$ cat src/sv/pmsd_pkg.sv
// package: constants and types for the pwm motor speed and direction block
package pmsd_pkg;

    localparam int unsigned PERIOD = 100;

    localparam int unsigned DUTY_W  = 7;
    localparam int unsigned STEP_W  = 6;
    localparam int unsigned TICKS_W = 8;
    localparam int unsigned CFG_W   = 8;

    localparam logic [DUTY_W-1:0]  DUTY_RESET = DUTY_W'(50);
    localparam logic [STEP_W-1:0]  STEP_RESET = STEP_W'(5);
    localparam logic [TICKS_W-1:0] TICKS_RESET = TICKS_W'(10);

    localparam logic CFG_DUTY_STEP      = 1'b0;
    localparam logic CFG_DEBOUNCE_TICKS = 1'b1;

    typedef struct packed {
        logic up_n;
        logic down_n;
        logic reverse_n;
    } t_keys;

    typedef struct packed {
        logic turn;
        logic up;
        logic down;
    } t_key_cmd;

endpackage

$ cat src/sv/pmsd_ifs.sv
// interfaces: key tick input channel and pwm result channel
interface pmsd_in_if;
    logic valid;
    logic ready;
    logic key_up_n;
    logic key_down_n;
    logic key_reverse_n;

    modport source (output valid, output key_up_n, output key_down_n,
                    output key_reverse_n, input ready);
    modport sink (input valid, input key_up_n, input key_down_n,
                  input key_reverse_n, output ready);
endinterface

interface pmsd_out_if;
    logic                            valid;
    logic                            ready;
    logic                            drive_forward;
    logic                            drive_reverse;
    logic [pmsd_pkg::DUTY_W-1:0]     duty_now;
    logic                            forward_now;

    modport source (output valid, output drive_forward, output drive_reverse,
                    output duty_now, output forward_now, input ready);
    modport sink (input valid, input drive_forward, input drive_reverse,
                  input duty_now, input forward_now, output ready);
endinterface

$ cat src/sv/pmsd_debounce.sv
// shared key debounce sequencer: turn, then increase, then decrease
module pmsd_debounce (
    input  logic                             i_clk,
    input  logic                             i_rst_n,
    input  logic                             i_adv,
    input  pmsd_pkg::t_keys                  i_keys,
    input  logic [pmsd_pkg::TICKS_W-1:0]     i_debounce_ticks,
    output pmsd_pkg::t_key_cmd               o_cmd
);

    typedef enum logic [1:0] {
        ST_IDLE,
        ST_WAIT,
        ST_RELEASE
    } t_state;

    typedef enum logic [1:0] {
        KEY_NONE,
        KEY_REV,
        KEY_UP,
        KEY_DOWN
    } t_key;

    t_state                        r_state, n_state;
    t_key                          r_key, n_key;
    logic [pmsd_pkg::TICKS_W-1:0]  r_count, n_count;
    logic [pmsd_pkg::TICKS_W-1:0]  count_dec;
    logic                          key_held;

    always_comb begin
        unique case (r_key)
            KEY_REV:  key_held = !i_keys.reverse_n;
            KEY_UP:   key_held = !i_keys.up_n;
            KEY_DOWN: key_held = !i_keys.down_n;
            default:  key_held = 1'b0;
        endcase
    end

    assign count_dec = (r_count != '0) ? r_count - 1'b1 : r_count;

    always_comb begin
        n_state = r_state;
        n_key   = r_key;
        n_count = r_count;
        o_cmd   = '0;
        unique case (r_state)
            ST_WAIT: begin
                n_count = count_dec;
                if (count_dec == '0) begin
                    if (key_held) begin
                        o_cmd.turn = (r_key == KEY_REV);
                        o_cmd.up   = (r_key == KEY_UP);
                        o_cmd.down = (r_key == KEY_DOWN);
                    end
                    n_state = ST_RELEASE;
                end
            end
            ST_RELEASE: begin
                if (!key_held) begin
                    n_state = ST_IDLE;
                    n_key   = KEY_NONE;
                end
            end
            default: begin
                n_state = ST_IDLE;
                priority if (!i_keys.reverse_n) begin
                    n_key = KEY_REV;
                end else if (!i_keys.up_n) begin
                    n_key = KEY_UP;
                end else if (!i_keys.down_n) begin
                    n_key = KEY_DOWN;
                end else begin
                    n_key = KEY_NONE;
                end
                if (n_key != KEY_NONE) begin
                    n_count = i_debounce_ticks;
                    n_state = ST_WAIT;
                end
            end
        endcase
    end

    always_ff @(posedge i_clk) begin
        if (!i_rst_n) begin
            r_state <= ST_IDLE;
            r_key   <= KEY_NONE;
            r_count <= '0;
        end else if (i_adv) begin
            r_state <= n_state;
            r_key   <= n_key;
            r_count <= n_count;
        end
    end

endmodule

$ cat src/sv/pwm_motor_speed_direction_top.sv
// top level: pwm motor speed and direction control, one result per tick
// the result is registered: it appears on the output channel in the cycle after its tick is accepted
// throughput: one tick per cycle while the output channel is not stalled, set by the
//   single registered update of duty, direction, phase and debounce state
// reset: synchronous, active low; duty 50, forward, phase 0, sequencer idle,
//   duty_step 5, debounce_ticks 10, output register empty
module pwm_motor_speed_direction_top (
    input  logic                            i_clk,
    input  logic                            i_rst_n,
    input  logic                            i_cfg_we,
    input  logic                            i_cfg_idx,
    input  logic [pmsd_pkg::CFG_W-1:0]      i_cfg_data,
    pmsd_in_if.sink                         i_in,
    pmsd_out_if.source                      o_out
);

    localparam logic [pmsd_pkg::DUTY_W:0] PERIOD_X =
        (pmsd_pkg::DUTY_W+1)'(pmsd_pkg::PERIOD);

    logic [pmsd_pkg::STEP_W-1:0]   r_duty_step;
    logic [pmsd_pkg::TICKS_W-1:0]  r_debounce_ticks;

    logic [pmsd_pkg::DUTY_W-1:0]   r_phase, n_phase;
    logic [pmsd_pkg::DUTY_W-1:0]   r_duty, n_duty;
    logic                          r_forward, n_forward;

    logic                          r_valid;
    logic                          r_drive_fwd, r_drive_rev, r_fwd_out;
    logic [pmsd_pkg::DUTY_W-1:0]   r_duty_out;

    logic                          accept;
    logic                          pwm;
    logic [pmsd_pkg::DUTY_W:0]     phase_inc;
    logic [pmsd_pkg::DUTY_W:0]     duty_sum;
    logic [pmsd_pkg::DUTY_W-1:0]   step_x;
    pmsd_pkg::t_keys               keys;
    pmsd_pkg::t_key_cmd            cmd;

    assign i_in.ready = !r_valid || o_out.ready;
    assign accept     = i_in.valid && i_in.ready;

    assign keys.up_n      = i_in.key_up_n;
    assign keys.down_n    = i_in.key_down_n;
    assign keys.reverse_n = i_in.key_reverse_n;

    pmsd_debounce u_debounce (
        .i_clk            (i_clk),
        .i_rst_n          (i_rst_n),
        .i_adv            (accept),
        .i_keys           (keys),
        .i_debounce_ticks (r_debounce_ticks),
        .o_cmd            (cmd)
    );

    assign step_x   = {1'b0, r_duty_step};
    assign duty_sum = {1'b0, r_duty} + {2'b00, r_duty_step};

    always_comb begin
        n_duty    = r_duty;
        n_forward = r_forward;
        if (cmd.turn) begin
            n_forward = !r_forward;
        end
        if (cmd.up) begin
            n_duty = (duty_sum >= PERIOD_X) ? PERIOD_X[pmsd_pkg::DUTY_W-1:0]
                                            : duty_sum[pmsd_pkg::DUTY_W-1:0];
        end
        if (cmd.down) begin
            n_duty = (r_duty <= step_x) ? '0 : r_duty - step_x;
        end
    end

    assign phase_inc = {1'b0, r_phase} + 1'b1;
    assign pwm       = (phase_inc < {1'b0, n_duty});
    assign n_phase   = (phase_inc >= PERIOD_X) ? '0 : phase_inc[pmsd_pkg::DUTY_W-1:0];

    // configuration registers
    always_ff @(posedge i_clk) begin
        if (!i_rst_n) begin
            r_duty_step      <= pmsd_pkg::STEP_RESET;
            r_debounce_ticks <= pmsd_pkg::TICKS_RESET;
        end else if (i_cfg_we) begin
            unique case (i_cfg_idx)
                pmsd_pkg::CFG_DUTY_STEP:
                    r_duty_step <= i_cfg_data[pmsd_pkg::STEP_W-1:0];
                pmsd_pkg::CFG_DEBOUNCE_TICKS:
                    r_debounce_ticks <= i_cfg_data[pmsd_pkg::TICKS_W-1:0];
                default: ;
            endcase
        end
    end

    // motor state
    always_ff @(posedge i_clk) begin
        if (!i_rst_n) begin
            r_phase   <= '0;
            r_duty    <= pmsd_pkg::DUTY_RESET;
            r_forward <= 1'b1;
        end else if (accept) begin
            r_phase   <= n_phase;
            r_duty    <= n_duty;
            r_forward <= n_forward;
        end
    end

    // result register
    always_ff @(posedge i_clk) begin
        if (!i_rst_n) begin
            r_valid <= 1'b0;
        end else if (accept) begin
            r_valid <= 1'b1;
        end else if (o_out.ready) begin
            r_valid <= 1'b0;
        end
    end

    always_ff @(posedge i_clk) begin
        if (accept) begin
            r_drive_fwd <= n_forward && pwm;
            r_drive_rev <= !n_forward && pwm;
            r_duty_out  <= n_duty;
            r_fwd_out   <= n_forward;
        end
    end

    assign o_out.valid         = r_valid;
    assign o_out.drive_forward = r_drive_fwd;
    assign o_out.drive_reverse = r_drive_rev;
    assign o_out.duty_now      = r_duty_out;
    assign o_out.forward_now   = r_fwd_out;

endmodule

$ cat src/flat_wrapper.sv
// flat-port wrapper written by rule: the top's interface ports become plain ports
module pwm_motor_speed_direction_top_flat 
  (i_clk, i_rst_n, i_cfg_we, i_cfg_idx, i_cfg_data, i_in_valid, i_in_key_up_n, i_in_key_down_n, i_in_key_reverse_n, i_in_ready, o_out_valid, o_out_drive_forward, o_out_drive_reverse, o_out_duty_now, o_out_forward_now, o_out_ready);
  pmsd_in_if i_in_i ();
  pmsd_out_if o_out_i ();
  input  logic i_clk;
  input  logic i_rst_n;
  input  logic i_cfg_we;
  input  logic i_cfg_idx;
  input  logic [pmsd_pkg::CFG_W-1:0] i_cfg_data;
  input wire logic [$bits(i_in_i.valid)-1:0] i_in_valid;
  input wire logic [$bits(i_in_i.key_up_n)-1:0] i_in_key_up_n;
  input wire logic [$bits(i_in_i.key_down_n)-1:0] i_in_key_down_n;
  input wire logic [$bits(i_in_i.key_reverse_n)-1:0] i_in_key_reverse_n;
  output wire logic [$bits(i_in_i.ready)-1:0] i_in_ready;
  output wire logic [$bits(o_out_i.valid)-1:0] o_out_valid;
  output wire logic [$bits(o_out_i.drive_forward)-1:0] o_out_drive_forward;
  output wire logic [$bits(o_out_i.drive_reverse)-1:0] o_out_drive_reverse;
  output wire logic [$bits(o_out_i.duty_now)-1:0] o_out_duty_now;
  output wire logic [$bits(o_out_i.forward_now)-1:0] o_out_forward_now;
  input wire logic [$bits(o_out_i.ready)-1:0] o_out_ready;
  assign i_in_i.valid = i_in_valid;
  assign i_in_i.key_up_n = i_in_key_up_n;
  assign i_in_i.key_down_n = i_in_key_down_n;
  assign i_in_i.key_reverse_n = i_in_key_reverse_n;
  assign i_in_ready = i_in_i.ready;
  assign o_out_valid = o_out_i.valid;
  assign o_out_drive_forward = o_out_i.drive_forward;
  assign o_out_drive_reverse = o_out_i.drive_reverse;
  assign o_out_duty_now = o_out_i.duty_now;
  assign o_out_forward_now = o_out_i.forward_now;
  assign o_out_i.ready = o_out_ready;
  pwm_motor_speed_direction_top u_core (.i_clk(i_clk), .i_rst_n(i_rst_n), .i_cfg_we(i_cfg_we), .i_cfg_idx(i_cfg_idx), .i_cfg_data(i_cfg_data), .i_in(i_in_i), .o_out(o_out_i));
endmodule
$ cat config.mk
export PLATFORM = sky130hd
export DESIGN_NAME = pwm_motor_speed_direction_top_flat
export DESIGN_NICKNAME = d
export VERILOG_FILES = /design/src/sv/pmsd_pkg.sv /design/src/sv/pmsd_ifs.sv /design/src/sv/pmsd_debounce.sv /design/src/sv/pwm_motor_speed_direction_top.sv /design/src/flat_wrapper.sv
export SDC_FILE = /design/constraint.sdc
export NUM_CORES = 1
export LEC_CHECK = 0
export ABC_CLOCK_PERIOD_IN_PS = 4700
export BUFFER_PORTS_ARGS = -buffer_cell sky130_fd_sc_hd__buf_4
export CORE_MARGIN = 8
export CORE_UTILIZATION = 61
export CTS_CLUSTER_DIAMETER = 150
export CTS_CLUSTER_SIZE = 40
export DETAILED_ROUTE_END_ITERATION = 6
export GPL_TIMING_DRIVEN = 0
export PLACE_DENSITY = 0.83
export RECOVER_POWER = 25
export SKIP_LAST_GASP = 1
export SLEW_MARGIN = 30
export SYNTH_ARGS = -nofsm -noshare
export SYNTH_HDL_FRONTEND = slang
export SYNTH_SLANG_ARGS = --single-unit
$ cat constraint.sdc
create_clock -name i_clk -period 4.7 [get_ports i_clk]
set_input_delay 0.705 -clock i_clk [delete_from_list [all_inputs] [get_ports i_clk]]
set_output_delay 0.705 -clock i_clk [all_outputs]
set_load 0.05 [all_outputs]
==> run summary, run 1 <==
Run status - finished clean
Most used cell along the critical path - nor2_1
Via count - 3,412
Clock share of power - 0.256
Critical Path RT - 4870 ps
Htree depth - 2
Seq/Total Area, Yosys - 0.304
1st-pass router iterations - 4
Post_cts resized - 0
Skew-Pair Late Insertion Delay - 300 ps
CTS tree - yes
Die width - 94.5 um
Slowest stage cell, crit path - fa_1
Wire per inst - 16.4 um
Slew Limit Headroom - 0.597
Via/cell ratio - 6.06
Fin area - 4130 um^2
Dominant synthesized flop cell - dfxtp_1
First-pass GRT wire length - 15.3 mm
# clock sinks - 52
Met3 Use GR - 0.0349
R2R setup slack - 700 ps
CP Cell Sequence - inv_1 -> fa_1 -> nor2_1 -> o311a_2 -> o21bai_1 -> a22oi_1 -> a2111o_1 -> nand2_1 -> a2111o_1 -> o21ai_0 -> ha_1 -> o21ai_0 -> nand2b_1 -> a21oi_1 -> nor2_1 -> o311a_1 -> nor2_1
Hold Buf Count CTS - 0
Setup ws final - 700 ps
Worst setup path class - reg2reg
Worst Min Path Start - u_core.r_debounce_ticks[7]
Drt drc - 0
Int Power - 710 uW
Number of buffers added for setup after CTS - 0
Clock transition at path regs - 100 ps
CTS max path bufs - 2
Fin crit share - 0.851
Largest net degree at the start of global routing - 19
Power per Cell Area - 256 nW/um^2
Ys async rst share - 0
Detailed Route WL - 9.25 mm
MaxCap Viol Count - 0
Post-DP Area - 4060 um^2
CP Capture Type - flop
Worst Setup SP - u_core.r_duty[1]
Critical Path AT - 4170 ps
CP Buf/Inv Count - 1
I/O pin count - 29
Post-layout net count - 530
Antenna cells - 0
Port bufs - 28
Final Power - 1060 uW
CTS Buf Count - 5
Synth unique cells - 77
Cells after Synth - 452
Seq cells post-synth - 52
YS warnings - 0
Met1 Resource Use GR - 0.258
Antenna Violating Nets Remaining - 0
GPL Wtd Cong - 0.960
Mapped cell area - 3750 um^2
Cell leakage power - 0.00164 uW
Dpl hpwl - 7.15 mm
Vias in the first global route - 3,354
Post-synth EDFFs - 10
Worst Hold Class - reg2reg
RSZ-0062 raised after global routing - false
Row count - 28
Syn Nets - 495
Full die area - 8920 um^2
Setup violations, final - 0
DRT iter0 DRCs - 204
Post-route minimum period - 4000 ps
Switching power - 347 uW
Setup TNS - 0 ps
Sequential power share - 0.467
Crit-path max cell delay - 510 ps
Startpoint Class - flop
Layout cells sized above 1 - 0.135
Fin. Hold Viols - 0
Clock root buffer - clkbuf_8
Comb power frac - 0.277
Area grow syn2layout - 10.1%
Remaining global-route overflow - 0
Met2 Use GR - 0.355
Max IR drop VDD - 197 uV
Placeable Area - 5920 um^2
Initial Util - 0.634
Pre-CTS setup slack - 789 ps
RR Startpoint - u_core.r_duty[1]
CP delay by family, top - compound AO/OA/AOI/OAI gates
Layout fillers - 505
Setup Skew - 1.96 ps
Max Fanout on Critical Path - 6
Actual slew at the worst max-slew pin - 604 ps
Max Slew Vio Count - 0
Total Routing Usage GR - 0.211
Switching share of power - 0.328
Initial antenna violation count - 0
Die Span Y - 94.5 um
FMAX - 0.250 GHz
Synth Area per Inst - 8.31 um^2
Busiest layer in global routing - met2
-- metrics by stage --
stage               hold slack (ps)  instances  utilization
floorplan                       433        452            -
global placement                453        555        0.686
detailed placement              457        555        0.686
CTS                             471        563        0.701
global route                    498        563        0.698
finish                          471        563        0.698
-- cell usage after synthesis, types with 6 or more instances --
cell      instances  area [um^2]
o21a_1            6         45.0
edfxtp_1         10          300
ha_1             24          300
a21oi_1          25          125
mux2i_1           6         60.1
dfxtp_1          42          841
o211ai_1          6         45.0
xor2_1            6         52.6
nor2_1           29          109
nor2b_1          24          150
and2_1            9         56.3
nor3b_1           6         45.0
a21boi_0         10         75.1
xnor2_1           6         52.6
clkbuf_1         10         37.5
o21ai_0          26          130
inv_1            33          124
nand2_1          47          176
nand3_1          15         75.1
-- sequential cells by signal, indices dropped and copies added (netlist names) --
signal and flops:
u_core.o_out.drive_forward 1, u_core.o_out.drive_reverse 1, u_core.o_out.duty_now 7, u_core.o_out.forward_now 1, u_core.o_out.valid 1, u_core.r_debounce_ticks 8, u_core.r_duty 7, u_core.r_duty_step 6
u_core.r_forward 1, u_core.r_phase 7, u_core.u_debounce.r_count 8, u_core.u_debounce.r_key 2, u_core.u_debounce.r_state 2
-- cell usage in the layout (no fill, tap or decap), types with 7 or more instances in the layout --
master,netlist,final
a21boi_0,10,10
a21oi_1,25,25
and2_1,9,9
buf_4,0,23
clkbuf_1,10,16
clkbuf_8,1,7
dfxtp_1,42,42
edfxtp_1,10,10
ha_1,24,24
inv_1,33,33
nand2_1,47,47
nand3_1,15,15
nor2_1,29,29
nor2b_1,24,24
o21ai_0,26,26
-- power by group through the flow --
stage	sequential [uW]	clock, uW	combinational [uW]
finish	493	271	293
detailed placement	503	0	290
global route	495	289	321
floorplan	514	0	205
CTS	493	272	291
global placement	502	0	283
-- logic make-up (layout without fill, tap and decap cells) --
logic type | after synthesis | in the layout | share of synthesized area
flops | 52 | 52 | 0.304
simple gates | 170 | 170 | 0.240
compound gates | 133 | 133 | 0.257
xor+xnor | 12 | 12 | 0.0280
buf+inv | 53 | 89 | 0.0643
mux | 6 | 6 | 0.0160
fa+ha+maj | 26 | 26 | 0.0906
-- worst paths after layout --
| path | endpoint | cells past startpoint |
|---|---|---|
| worst min-delay path | u_core.r_debounce_ticks[7] | 2 |
| worst max-delay path | u_core.o_out.drive_forward | 17 |
| worst min register to register | u_core.r_debounce_ticks[7] | 2 |
| worst max register to register | u_core.o_out.drive_forward | 17 |
-- worst min-delay path, stage by stage, from the launching register on --
cell,delay (ps)
dfxtp_1,320
nand2_1,50
a21boi_0,60
-- layer usage --
layer  wire (um)  up-vias
li1            -     1682
met1        4060     1611
met2        4370       99
met3         550       20
met4         263        0
met5           0        -
-- area by class of cell --
type	count	area (um^2)	area share
multi-input cells	347	2370	0.574
inverters	35	131	0.0318
plain buffers	18	110	0.0266
clock buffers	6	82.6	0.0200
flip-flops and latches	52	1140	0.276
clock inverters	2	10.0	0.00242
repair buffers	28	191	0.0463
well taps	75	93.8	0.0227
(Power assumes the default switching activity.)
==> run 2, diff against run 1 <==
--- a/config.mk
+++ b/config.mk
@@ -7,7 +7,7 @@
 export LEC_CHECK = 0
 export ABC_CLOCK_PERIOD_IN_PS = 4700
 export BUFFER_PORTS_ARGS = -buffer_cell sky130_fd_sc_hd__buf_4
-export CORE_MARGIN = 8
+export CORE_MARGIN = 5
 export CORE_UTILIZATION = 61
 export CTS_CLUSTER_DIAMETER = 150
 export CTS_CLUSTER_SIZE = 40
==> run 2 against run 1 <==
Effect of this change: via count rose by 0.47%; die area fell by 12%; clock skew rose by 7.2 ps; global-route usage rose by 3.2 points; critical endpoint unchanged; utilization fell by 0.16 points; maximum frequency rose by 0.81%; critical path type unchanged; largest power group unchanged; total power rose by 3.2%; critical path depth fell by 2.
==> run summary, run 2 (synthesized netlist as in run 1, its figures left out) <==
CP Capture Type - flop (unchanged)
Placeable Area - 5960 um^2 (was 5920 um^2)
Initial Util - 0.630 (was 0.634)
Htree depth - 2 (unchanged)
Layout fillers - 491 (was 505)
Setup TNS - 0 ps (unchanged)
Actual slew at the worst max-slew pin - 597 ps (was 604 ps)
Via/cell ratio - 6.09 (was 6.06)
Post-DP Area - 4060 um^2 (unchanged)
Number of buffers added for setup after CTS - 0 (unchanged)
Critical Path AT - 4130 ps (was 4170 ps)
Largest regs - u_core.r_debounce_ticks x8, u_core.u_debounce.r_count x8 (unchanged)
CTS tree - yes (unchanged)
Initial antenna violation count - 0 (unchanged)
Skew-Pair Late Insertion Delay - 310 ps (was 300 ps)
Post-layout net count - 530 (unchanged)
Area grow syn2layout - 10.5% (was 10.1%)
Max Fanout on Critical Path - 6 (unchanged)
Power per Cell Area - 263 nW/um^2 (was 256 nW/um^2)
Multi-input logic area - 2370 um^2 (unchanged)
Vias in the first global route - 3,418 (was 3,354)
Clock transition at path regs - 100 ps (about the same)
Full die area - 7820 um^2 (was 8920 um^2)
Non-filler instance count after layout - 563 (unchanged)
Startpoint Class - flop (unchanged)
Fin crit share - 0.844 (was 0.851)
Antenna cells - 0 (unchanged)
CTS Buf Count - 5 (unchanged)
Post-route minimum period - 3970 ps (was 4000 ps)
Largest net degree at the start of global routing - 19 (unchanged)
Die Span Y - 88.5 um (was 94.5 um)
Layout cells sized above 1 - 0.133 (was 0.135)
GPL Wtd Cong - 0.913 (was 0.960)
Dpl hpwl - 7.06 mm (was 7.15 mm)
RSZ-0062 raised after global routing - false (unchanged)
Critical Path RT - 4860 ps (was 4870 ps)
CTS max path bufs - 2 (unchanged)
Wire per inst - 15.8 um (was 16.4 um)
Port bufs - 28 (unchanged)
Worst setup path class - reg2reg (unchanged)
Setup violations, final - 0 (unchanged)
Total Routing Usage GR - 0.243 (was 0.211)
Row count - 28 (unchanged)
DRT iter0 DRCs - 242 (was 204)
MaxCap Viol Count - 0 (unchanged)
Antenna Violating Nets Remaining - 0 (unchanged)
Fin. Hold Viols - 0 (unchanged)
Cell leakage power - 0.00164 uW (about the same)
I/O pin count - 29 (unchanged)
Via count - 3,428 (was 3,412)
Hold Buf Count CTS - 0 (unchanged)
Fin area - 4150 um^2 (was 4130 um^2)
Reg area - 1140 um^2 (unchanged)
# clock sinks - 52 (unchanged)
1st-pass router iterations - 5 (was 4)
Run status - finished clean (unchanged)
Post_cts resized - 0 (unchanged)
Most frequent cells in the layout - 47 x nand2_1, 42 x dfxtp_1, 33 x inv_1, 29 x nor2_1, 26 x o21ai_0 (unchanged)
FMAX - 0.252 GHz (was 0.250 GHz)
Placed insts - 555 (unchanged)
Clock root buffer - clkbuf_8 (unchanged)
Max Slew Vio Count - 0 (unchanged)
Max IR drop VDD - 169 uV (was 197 uV)
Remaining global-route overflow - 0 (unchanged)
Detailed Route WL - 8.91 mm (was 9.25 mm)
Most common cell after layout, fill and taps aside - nand2_1 (unchanged)
Final Power - 1090 uW (was 1060 uW)
Setup Skew - 9.20 ps (was 1.96 ps)
Final Hold Slack - 464 ps (was 471 ps)
Slew Limit Headroom - 0.604 (was 0.597)
First-pass GRT wire length - 15.2 mm (was 15.3 mm)
Die width - 88.5 um (was 94.5 um)
Worst Hold Class - reg2reg (unchanged)
Drt drc - 0 (unchanged)
==> run 2: cell count changes in the layout (fill, tap and decap cells not counted) <==
cell,previous run,this run
bufinv_16,0,1
clkinv_2,2,1
clkbuf_1,16,17
clkbuf_8,7,6
==> run 2: report_power, final <==
part	total [uW]	switching (uW)	internal (uW)
logic	292	177	116
clock network	305	146	158
registers	493	17.2	476
==> run 2: final timing paths <==
path	slack (ps)	startpoint	end	depth (start not counted)
setup / recovery	730	u_core.r_duty[1]	u_core.o_out.drive_forward	15
hold / removal	460	u_core.r_debounce_ticks[6]	u_core.r_debounce_ticks[6]	2
setup reg to reg	730	u_core.r_duty[1]	u_core.o_out.drive_forward	15
hold reg to reg	460	u_core.r_debounce_ticks[6]	u_core.r_debounce_ticks[6]	2
==> run 2: layout make-up <==
type	instances	share of cell area
plain buffers	18	0.0265
clock buffers	6	0.0175
clock inverters	2	0.00845
inverters	35	0.0317
multi-input cells	347	0.572
flip-flops and latches	52	0.275
well taps	75	0.0226
repair buffers	28	0.0462
==> run 2: through the flow <==
stage	utilization	setup slack, ps
floorplan	-	1270
global placement	0.682	906
detailed placement	0.682	796
CTS	0.700	753
global route	0.696	513
finish	0.696	732
==> run 2: critical path, stage by stage, from the launching register on <==
cell and delay [ps]:
dfxtp_1 470, inv_1 160, fa_1 510, nand2_1 90, a21bo_2 220, o211ai_1 120
o21ai_0 110, a2111o_1 550, o211ai_1 150, and3_1 260, ha_1 270, a211oi_1 240
nand2_1 100, or3_1 310, o311a_1 140, nor2_1 120
==> run 2: layer usage <==
metal | vias up | global-route usage | wire [um]
met5 | - | 0 | 0
met4 | 0 | 0.0879 | 153
met3 | 15 | 0.0466 | 644
met2 | 115 | 0.415 | 4250
met1 | 1616 | 0.306 | 3860
li1 | 1682 | - | -
